**config.mk**
```make
export PLATFORM = sky130hd
export DESIGN_NAME = gstk_group
export DESIGN_NICKNAME = d
export VERILOG_FILES = /design/src/rtl/core/gstk_pkg.sv /design/src/rtl/core/gstk_group.sv
export SDC_FILE = /design/constraint.sdc
export NUM_CORES = 1
export LEC_CHECK = 0
export BUFFER_PORTS_ARGS = -buffer_cell sky130_fd_sc_hd__buf_4
export CORE_MARGIN = 4
export CORE_UTILIZATION = 59
export DETAILED_ROUTE_END_ITERATION = 6
export GPL_TIMING_DRIVEN = 0
export PLACE_DENSITY = 0.84
export SLEW_MARGIN = 10
export SYNTH_ARGS = -nofsm -noshare
export SYNTH_HDL_FRONTEND = slang
export SYNTH_SLANG_ARGS = --single-unit
export TNS_END_PERCENT = 10
```
**constraint.sdc**
```tcl
create_clock -name clock -period 7.4 [get_ports clock]
set_clock_uncertainty 0.05 [all_clocks]
set_input_delay 0.74 -clock clock [delete_from_list [all_inputs] [get_ports clock]]
set_output_delay 0.74 -clock clock [all_outputs]
set_load 0.05 [all_outputs]
```
**src/rtl/core/gstk_pkg.sv**
```systemverilog
`timescale 1ns / 1ps
// Shared constants, field widths and control structs for the grouped-sum top-k tracker.
// It has no dependencies. Every module of the block imports it.
package gstk_pkg;

   localparam int TOP_COUNT = 100;

   localparam int KEY_W   = 40;
   localparam int VAL_W   = 64;
   localparam int RANK_W  = 7;
   localparam int HELD_W  = 7;
   localparam int KIND_W  = 2;
   localparam int ENTRY_W = VAL_W + KEY_W;

   // Count of held entries runs 0..TOP_COUNT; a table index runs 0..TOP_COUNT-1.
   localparam int CNT_W = $clog2(TOP_COUNT + 1);
   localparam int IDX_W = (TOP_COUNT > 1) ? $clog2(TOP_COUNT) : 1;

   localparam logic [KIND_W-1:0] KIND_RECORD = 2'd0;
   localparam logic [KIND_W-1:0] KIND_END    = 2'd1;
   localparam logic [KIND_W-1:0] KIND_READ   = 2'd2;

   typedef struct packed {
      logic              go;
      logic              op_read;
      logic [VAL_W-1:0]  balance;
      logic [KEY_W-1:0]  address;
      logic [RANK_W-1:0] rank;
   } tbl_cmd_type;

   typedef struct packed {
      logic             done;
      logic             hit;
      logic [VAL_W-1:0] balance;
      logic [KEY_W-1:0] address;
      logic [CNT_W-1:0] count;
   } tbl_sts_type;

   typedef struct packed {
      logic start;
      logic add;
      logic close;
   } grp_ctl_type;

endpackage

```
**src/rtl/core/gstk_group.sv**
```systemverilog
`timescale 1ns / 1ps
// Group accumulator: open flag, group address and the wrapping 64-bit running sum.
// Depends on gstk_pkg for widths and the control struct.
module gstk_group import gstk_pkg::*; (
   input  logic             clock,
   input  logic             reset,
   input  grp_ctl_type      ctl,
   input  logic [KEY_W-1:0] address,
   input  logic [VAL_W-1:0] value,
   input  logic             spent,
   output logic             group_open,
   output logic [KEY_W-1:0] group_address,
   output logic [VAL_W-1:0] group_sum,
   output logic             address_match
);

   logic             open_ff, open_in;
   logic [KEY_W-1:0] addr_ff, addr_in;
   logic [VAL_W-1:0] sum_ff, sum_in;
   logic [VAL_W-1:0] addend;

   assign addend = spent ? '0 : value;

   always_comb begin
      open_in = open_ff;
      addr_in = addr_ff;
      sum_in  = sum_ff;
      if (ctl.start) begin
         open_in = 1'b1;
         addr_in = address;
         sum_in  = addend;
      end else if (ctl.add) begin
         sum_in = sum_ff + addend;
      end else if (ctl.close) begin
         open_in = 1'b0;
         sum_in  = '0;
      end
   end

   always_ff @(posedge clock) begin
      if (reset) begin
         open_ff <= 1'b0;
         addr_ff <= '0;
         sum_ff  <= '0;
      end else begin
         open_ff <= open_in;
         addr_ff <= addr_in;
         sum_ff  <= sum_in;
      end
   end

   assign group_open    = open_ff;
   assign group_address = addr_ff;
   assign group_sum     = sum_ff;
   assign address_match = (address == addr_ff);

endmodule

```
==> flow_metrics.tcl, run 1 <==
set metrics [dict create \
    worstSetupStartpoint "spent" \
    tns_ps 0 \
    stdcell_area_um2 11120 \
    ir_worst_vdd_v 0.0001373 \
    status "finished, violations left" \
    dieArea_um2 17270 \
    final_cell_mix "buf_4 (215), nor2_1 (143), dfxtp_1 (105), a21oi_1 (90), nor2b_1 (67)" \
    drive_gt1_share_pct 19.96 \
    wl_um 32630 \
    synth_cells 1155 \
    timing.final.crit_share_pct 63.72 \
    p_per_area_nw_per_um2 168.3 \
    vias 10110 \
    synth.area.top_cells "dfxtp_1 (23%), ha_1 (8.8%), nor2_1 (6.0%)" \
    final_common_cell "buf_4" \
    dpl_cell_area_um2 10810 \
    clk_latency_ps 370 \
    die_x_um 131.4 \
    holdBufCountCts 0 \
    synth_nets 1329 \
    h-tree-depth 3 \
    fmax_mhz 212.1 \
    reg2reg_from "group_sum[10]$_SDFFE_PP0P_" \
    worst_pin_slew_ps 852.7 \
    antenna_found_initial 0 \
    grt_pass1_vias 9706 \
    grt_overflow 0 \
    grt_pass1_wl_um 51140 \
    grt_use_total_pct 36.16 \
    start_kind "input pin" \
    clkSlewWorstSetupHoldPaths_ps 80 \
    port_buffers 212 \
    numCtsBuffers 9 \
    finalWeightedCongestion 1.022 \
    ys_warn_count 0 \
    violations "design-rule violations" \
    cap_violations 0 \
    synth_area_leader_cell "dfxtp_1" \
    post-route-drc-count 4 \
    report.final.slew_viol_count 0 \
    dpl.hpwl_um 25090 \
    synth_ff_type "dfxtp_1" \
    finalNetCount 1552 \
    ctsLongestPathBuffers 2 \
    cts_root_buffer "clkbuf_16" \
    cp.required_ps 7640 \
    finalCriticalPeriod_ps 4715 \
    rows 44 \
    yosysSeqAreaShare_pct 23.39 \
    drtIter0Drc 1029 \
    synth_cell_types 76 \
    cts_setup_buffers 0 \
    grt_max_degree 21 \
    setup_viol 0 \
    core_area_um2 14750 \
    wl_per_cell_um 20.81 \
    cts_tree "done" \
    rsz0062_at_grt "false" \
    drtPass1Iterations 7 \
    hold_viol 0 \
    synth_area_um2 8989 \
    hp-start "group_open$_SDFFE_PP0P_" \
    fin_util_pct 75.39 \
    area_delta_synth_final_pct 23.75 \
    totalPowerFinal_uw 1872 \
    cp-end-kind "flip-flop" \
    syn_avg_cell_area_um2 7.782 \
    ys_ff_latch 105 \
    ant_nets 0 \
    worstHoldPathType "reg2reg" \
    cts.sinks 105 \
    fin_hold_ws_ps 457.3 \
    relSlewSlack_pct 43.16 \
    start_util_pct 60.92 \
    crit_fanout 10 \
    fp.dieH_um 131.4 \
    synth_edf_count 0 \
    fillers 1170 \
    cts_resized 0 \
    post-synth-top-area-fraction_pct 23.39 \
    leakage_uw 0.005075 \
    async_flop_share_pct 0 \
    path_class "in2reg" \
    crit_arrival_ps 4950 \
    via_per_inst 6.449 \
    pin_count 216 \
]
layout make-up:
class / instances / area [um2] / share of cell area, %
Inverter: 19 / 71.32 / 0.6412
Clock inverter: 6 / 71.32 / 0.6412
Clock buffer: 10 / 239.0 / 2.148
Sequential cell: 105 / 2102 / 18.90
Antenna cell: 1 / 2.502 / 0.02250
Timing Repair Buffer: 212 / 1592 / 14.31
Multi-Input combinational cell: 947 / 6461 / 58.09
Tap cell: 184 / 230.2 / 2.070
Buffer: 84 / 354.1 / 3.183
per-layer routing:
layer | vias to the layer above | part of all wire, % | wire (um) | GRT usage [%]
li1 | 4663 | - | - | -
met1 | 4666 | 39 | 12860 | 46.43
met2 | 668 | 46 | 14850 | 59.08
met3 | 115 | 11 | 3592 | 6.919
met4 | 0 | 4.0 | 1320 | 16.39
met5 | - | 0 | 0 | 0
per-stage QoR:
stage               setup WS (ps)  cells
floorplan                    3636   1155
global placement             2621   1551
detailed placement           2579   1551
CTS                          2930   1567
global route                 2560   1567
finish                       2685   1568
registers in the layout, indices dropped and copies added (netlist names):
signal,cells
group_sum,64
group_address,40
group_open,1
logic make-up (layout without fill, tap and decap cells):
family / Yosys count / after routing / share of synthesized area, %
AND/OR/NAND/NOR: 422 / 422 / 22.84
XOR/XNOR: 96 / 96 / 9.354
AO/OA/AOI/OAI: 322 / 322 / 25.89
adder cells (fa/ha/maj): 64 / 64 / 8.992
multiplexers: 43 / 43 / 4.802
buffers and inverters: 103 / 331 / 4.733
flip-flops: 105 / 105 / 23.39
other: 0 / 1 / 0
synthesized netlist by cell type (30+ instances only):
master / number
a21oi_1: 90
xor2_1: 51
nand2_1: 66
a221oi_1: 43
a21o_1: 36
nor2_1: 143
nor2b_1: 67
dfxtp_1: 105
clkbuf_1: 66
nor3_1: 53
mux2i_1: 42
o21ai_0: 30
xnor2_1: 45
ha_1: 63
report_power, final:
group / internal, uW / total, uW / switching [uW]
combinational: 256 / 709 / 453
clock: 250 / 521 / 271
sequential: 603 / 641 / 38.1
path summary, 6_finish.rpt:
path	slack, ps	to	cells past startpoint
worst max-delay path	2680	group_sum[61]$_SDFFE_PP0P_	14
worst min-delay path	460	group_open$_SDFFE_PP0P_	2
worst max register to register	4030	group_sum[61]$_SDFFE_PP0P_	12
worst min register to register	460	group_open$_SDFFE_PP0P_	2
worst max-delay path, stage by stage:
cell and delay (ps):
clkbuf_1 480, clkbuf_1 600, nor2b_1 230, ha_1 430, a21oi_1 120, o21ai_1 260
o21ai_0 140, nor2b_1 190, o31ai_1 470, a31oi_1 280, o211ai_2 380, a41oi_2 180
xor2_1 190, a211oi_1 240
Power figures use the tool's default switching activity.
==> run 2: changes to the inputs <==
- CORE_UTILIZATION: 59 -> 50
- PLACE_DENSITY: 0.84 -> 0.75
- clock period: 7.4 -> 3.8 ns (I/O delays scaled with it)
==> flow_metrics.tcl, run 2 (synthesized netlist as in run 1, its figures left out) <==
set metrics [dict create \
    status "completed" \
    rsz0062_at_grt "false" \
    grt_pass1_wl_um 50800 \
    totalPowerFinal_uw 3650 \
    worstHoldPathType "in2reg" \
    final_cell_mix "buf_4 (215), nor2_1 (143), dfxtp_1 (105), a21oi_1 (90), nor2b_1 (67)" \
    core_area_um2 17480 \
    antenna_found_initial 1 \
    post-route-drc-count 0 \
    port_buffers 212 \
    cts_setup_buffers 0 \
    dpl.hpwl_um 25470 \
    path_class "in2reg" \
    final_common_cell "buf_4" \
    fmax_mhz 276.0 \
    finalCriticalPeriod_ps 3623 \
    rows 48 \
    numCtsBuffers 9 \
    vias 9745 \
    grt_pass1_vias 9665 \
    ctsLongestPathBuffers 2 \
    die_x_um 142.1 \
    hold_viol 0 \
    fin_hold_ws_ps 200.8 \
    leakage_uw 0.005099 \
    clkSlewWorstSetupHoldPaths_ps 90 \
    cts.sinks 105 \
    wl_per_cell_um 20.25 \
    drtIter0Drc 702 \
    ant_nets 0 \
    tns_ps 0 \
    grt_use_total_pct 31.45 \
    cp.required_ps 4050 \
    drtPass1Iterations 5 \
    area_delta_synth_final_pct 24.67 \
    ir_worst_vdd_v 0.0002420 \
    cap_violations 0 \
    setup_viol 0 \
    finalWeightedCongestion 0.9977 \
    n_antenna_cell 0 \
    clk_latency_ps 380 \
    grt_overflow 0 \
    wl_um 32530 \
    crit_arrival_ps 3870 \
    cts_tree "done" \
    worst_pin_slew_ps 904.7 \
    start_kind "input pin" \
    finalNetCount 1551 \
    cts_root_buffer "clkbuf_16" \
    timing.final.crit_share_pct 95.35 \
    pin_count 216 \
    via_per_inst 6.064 \
    p_per_area_nw_per_um2 325.7 \
    dieArea_um2 20190 \
    largest_reg_flops 64 \
    h-tree-depth 3 \
    fp.dieH_um 142.1 \
    cp-end-kind "flip-flop" \
    fin_util_pct 64.12 \
    start_util_pct 51.43 \
    drive_gt1_share_pct 20.62 \
    relSlewSlack_pct 39.69 \
    crit_fanout 10 \
    grt_max_degree 23 \
    fillers 1610 \
    report.final.slew_viol_count 0 \
]
-- run 2: cell count changes in the layout (fill, tap and decap cells not counted), sizes merged --
cell | previous run | this run
clkinv | 3 | 6
clkinvlp | 1 | 0
inv | 21 | 20
buf | 230 | 231
clkbuf | 76 | 73
diode | 1 | 0
-- run 2: power by group --
| group | internal [uW] | switching (uW) | total, uW |
|---|---|---|---|
| Combinational | 500 | 873 | 1370 |
| Sequential | 1170 | 74.4 | 1250 |
| Clock | 478 | 550 | 1030 |
| Total | 2150 | 1500 | 3650 |
-- run 2: repair_timing --
| item | CTS | global route |
|---|---|---|
| pin swaps | 0 | 0 |
| hold buffers | 0 | 0 |
| gates resized for setup | 6 | 8 |
| endpoints found under the setup margin | 19 | 8 |
-- run 2: final cells by class --
class	count	area, um2	area share [%]
multi-input cells	947	6477	57.81
flip-flops and latches	105	2102	18.76
repair buffers	212	1592	14.20
plain buffers	83	362.8	3.238
well taps	225	281.5	2.512
clock buffers	9	225.2	2.010
clock inverters	7	93.84	0.8374
inverters	19	71.32	0.6364
-- run 2: critical path, stage by stage --
cell,delay [ps]
clkbuf_2,210
clkbuf_4,280
nor2b_1,250
ha_1,340
a21oi_1,250
o21ai_1,100
a41o_1,290
a31oi_1,310
o221ai_1,270
a21oi_2,310
o211ai_1,250
a221oi_2,310
xor2_1,100
a211oi_1,230
-- run 2: routing by layer --
metal	GRT usage [%]	routed length (um)
met5	0	12
met4	12.98	1219
met3	7.292	2769
met2	50.58	14860
met1	40.66	13670
-- run 2: per-stage QoR --
step	instances	area (um2)	setup slack, ps
6_report	1607	11210	176.7
5_1_grt	1607	11210	22.58
4_1_cts	1608	11190	69.27
3_5_place_dp	1592	10860	-758.5
3_3_place_gp	1592	10860	-780.7
2_1_floorplan	1155	8989	396.1
-- run 2: path summary, 6_finish.rpt --
| path | start | to | slack, ps | cells after the start |
|---|---|---|---|---|
| min | address[18] | group_address[18]$_SDFFE_PP0P_ | 200 | 3 |
| max reg2reg | group_sum[14]$_SDFFE_PP0P_ | group_sum[59]$_SDFFE_PP0P_ | 510 | 11 |
| min reg2reg | group_address[28]$_SDFFE_PP0P_ | group_address[28]$_SDFFE_PP0P_ | 490 | 2 |
| max | spent | group_sum[59]$_SDFFE_PP0P_ | 180 | 14 |
==> run 3: changes to the inputs <==
- CORE_MARGIN: 4 -> not set
- TNS_END_PERCENT: 10 -> not set
==> flow_metrics.tcl, run 3 (synthesized netlist as in run 1, its figures left out) <==
set metrics [dict create \
    ff2ff_path_depth 11 \
    final_common_cell "buf_4" \
    timing.final.crit_share_pct 97.23 \
    reg2reg_from "group_sum[14]$_SDFFE_PP0P_" \
    reg2reg_slack_ps 510 \
    cts_tree "done" \
    wl_um 32010 \
    finalCriticalPeriod_ps 3695 \
    final_cell_mix "buf_4 (215), nor2_1 (143), dfxtp_1 (105), a21oi_1 (90)" \
    start_kind "input pin" \
    cts_root_buffer "clkbuf_16" \
    ctsLongestPathBuffers 2 \
    finalWeightedCongestion 0.9993 \
    leakage_uw 0.005108 \
    dieArea_um2 18520 \
    die_x_um 136.1 \
    path_class "in2reg" \
    cap_violations 0 \
    h-tree-depth 3 \
    cts.sinks 105 \
    core_area_um2 17420 \
    tns_ps 0 \
    post-route-drc-count 0 \
    grt_use_total_pct 34.11 \
    wl_per_cell_um 19.90 \
    crit_end "group_sum[59]$_SDFFE_PP0P_" \
    setup_viol 0 \
    numCtsBuffers 9 \
    cp.required_ps 3970 \
    antenna_found_initial 1 \
    rows 48 \
    worstSetupStartpoint "spent" \
    port_buffers 212 \
    worst_pin_slew_ps 881.6 \
    drtIter0Drc 753 \
    area_delta_synth_final_pct 24.75 \
    crit_fanout 10 \
    fp.dieH_um 136.1 \
    clkSlewWorstSetupHoldPaths_ps 80 \
    drive_gt1_share_pct 20.62 \
    p_per_area_nw_per_um2 327.7 \
    worstReg2RegEnd "group_sum[59]$_SDFFE_PP0P_" \
    grt_pass1_wl_um 48590 \
    totalPowerFinal_uw 3674 \
    ant_nets 0 \
    grt_max_degree 20 \
    finalNetCount 1552 \
    grt_overflow 0 \
    fillers 1615 \
    start_util_pct 51.61 \
    pin_count 216 \
    fmax_mhz 270.6 \
    via_per_inst 6.041 \
    vias 9714 \
    crit_arrival_ps 3860 \
    cts_setup_buffers 0 \
    clk_latency_ps 370 \
    worstHoldPathType "in2reg" \
    largest_reg_flops 64 \
    grt_pass1_vias 9284 \
    status "completed" \
    cp-end-kind "flip-flop" \
    ir_worst_vdd_v 0.0002656 \
    hold_viol 0 \
    dpl.hpwl_um 24940 \
    fin_hold_ws_ps 206.4 \
    report.final.slew_viol_count 0 \
    rsz0062_at_grt "true" \
    relSlewSlack_pct 41.23 \
    drtPass1Iterations 5 \
]
run 3: cell count changes in the layout (fill, tap and decap cells not counted), sizes merged:
cell / change
clkinv: -3
bufinv: +1
clkbuf: +1
diode: +1
inv: +1
run 3: per-layer routing:
metal / wire length, um / share of wire, % / GRT usage (%)
met5: 0 / 0 / 0
met4: 1072 / 3.3 / 13.27
met3: 2596 / 8.1 / 6.562
met2: 14730 / 46 / 55.78
met1: 13600 / 43 / 43.95
run 3: critical path: stages:
cell and delay, ps:
clkbuf_2 270, clkbuf_2 370, nor2b_1 110, ha_1 350
a21oi_1 230, a32oi_2 200, a22o_4 280, a21oi_2 270
o221ai_1 280, a21oi_2 320, o211ai_1 230, a221oi_2 290
xor2_1 180, a211oi_1 90
run 3: per-stage QoR:
step | setup slack (ps) | cell area (um2) | cells | util, %
after global routing | -17.37 | 11210 | 1607 | 64.37
final | 105.1 | 11210 | 1608 | 64.38
after global placement | -722.1 | 10860 | 1592 | 62.36
after floorplan | 396.1 | 8989 | 1155 | -
after detailed placement | -731.5 | 10860 | 1592 | 62.36
after CTS | 115.3 | 11180 | 1607 | 64.20
run 3: final cells by class:
class	count	area, um2	area share [%]
multi-input combinational	947	6489	57.87
sequential	105	2102	18.75
timing repair buffer	212	1592	14.19
buffer	84	364.1	3.247
tap	225	281.5	2.511
clock buffer	9	225.2	2.008
clock inverter	6	86.33	0.7699
inverter	19	71.32	0.6360
antenna	1	2.502	0.02232
run 3: worst min path at each step:
stage | start | to | cells past startpoint
after floorplan | address[21] | group_address[21]$_SDFFE_PP0P_ | 2
after detailed placement | group_address[36]$_SDFFE_PP0P_ | group_address[36]$_SDFFE_PP0P_ | 2
after global routing | address[26] | group_address[26]$_SDFFE_PP0P_ | 3
final | address[38] | group_address[38]$_SDFFE_PP0P_ | 3
after global placement | group_address[9]$_SDFFE_PP0P_ | group_address[9]$_SDFFE_PP0P_ | 2
after CTS | address[38] | group_address[38]$_SDFFE_PP0P_ | 3
run 3: what timing repair did:
action / CTS / global route
pin swaps: 0 / 0
endpoints found under the hold margin: 0 / 0
endpoints found under the setup margin: 20 / 7
hold buffers: 0 / 0
gates resized for setup: 6 / 8
run 3: report_power, final:
group	leakage [uW]	internal, uW	switching (uW)
Combinational	0.00409	500	873
Clock	0.000153	529	524
Sequential	0.000867	1170	74.0
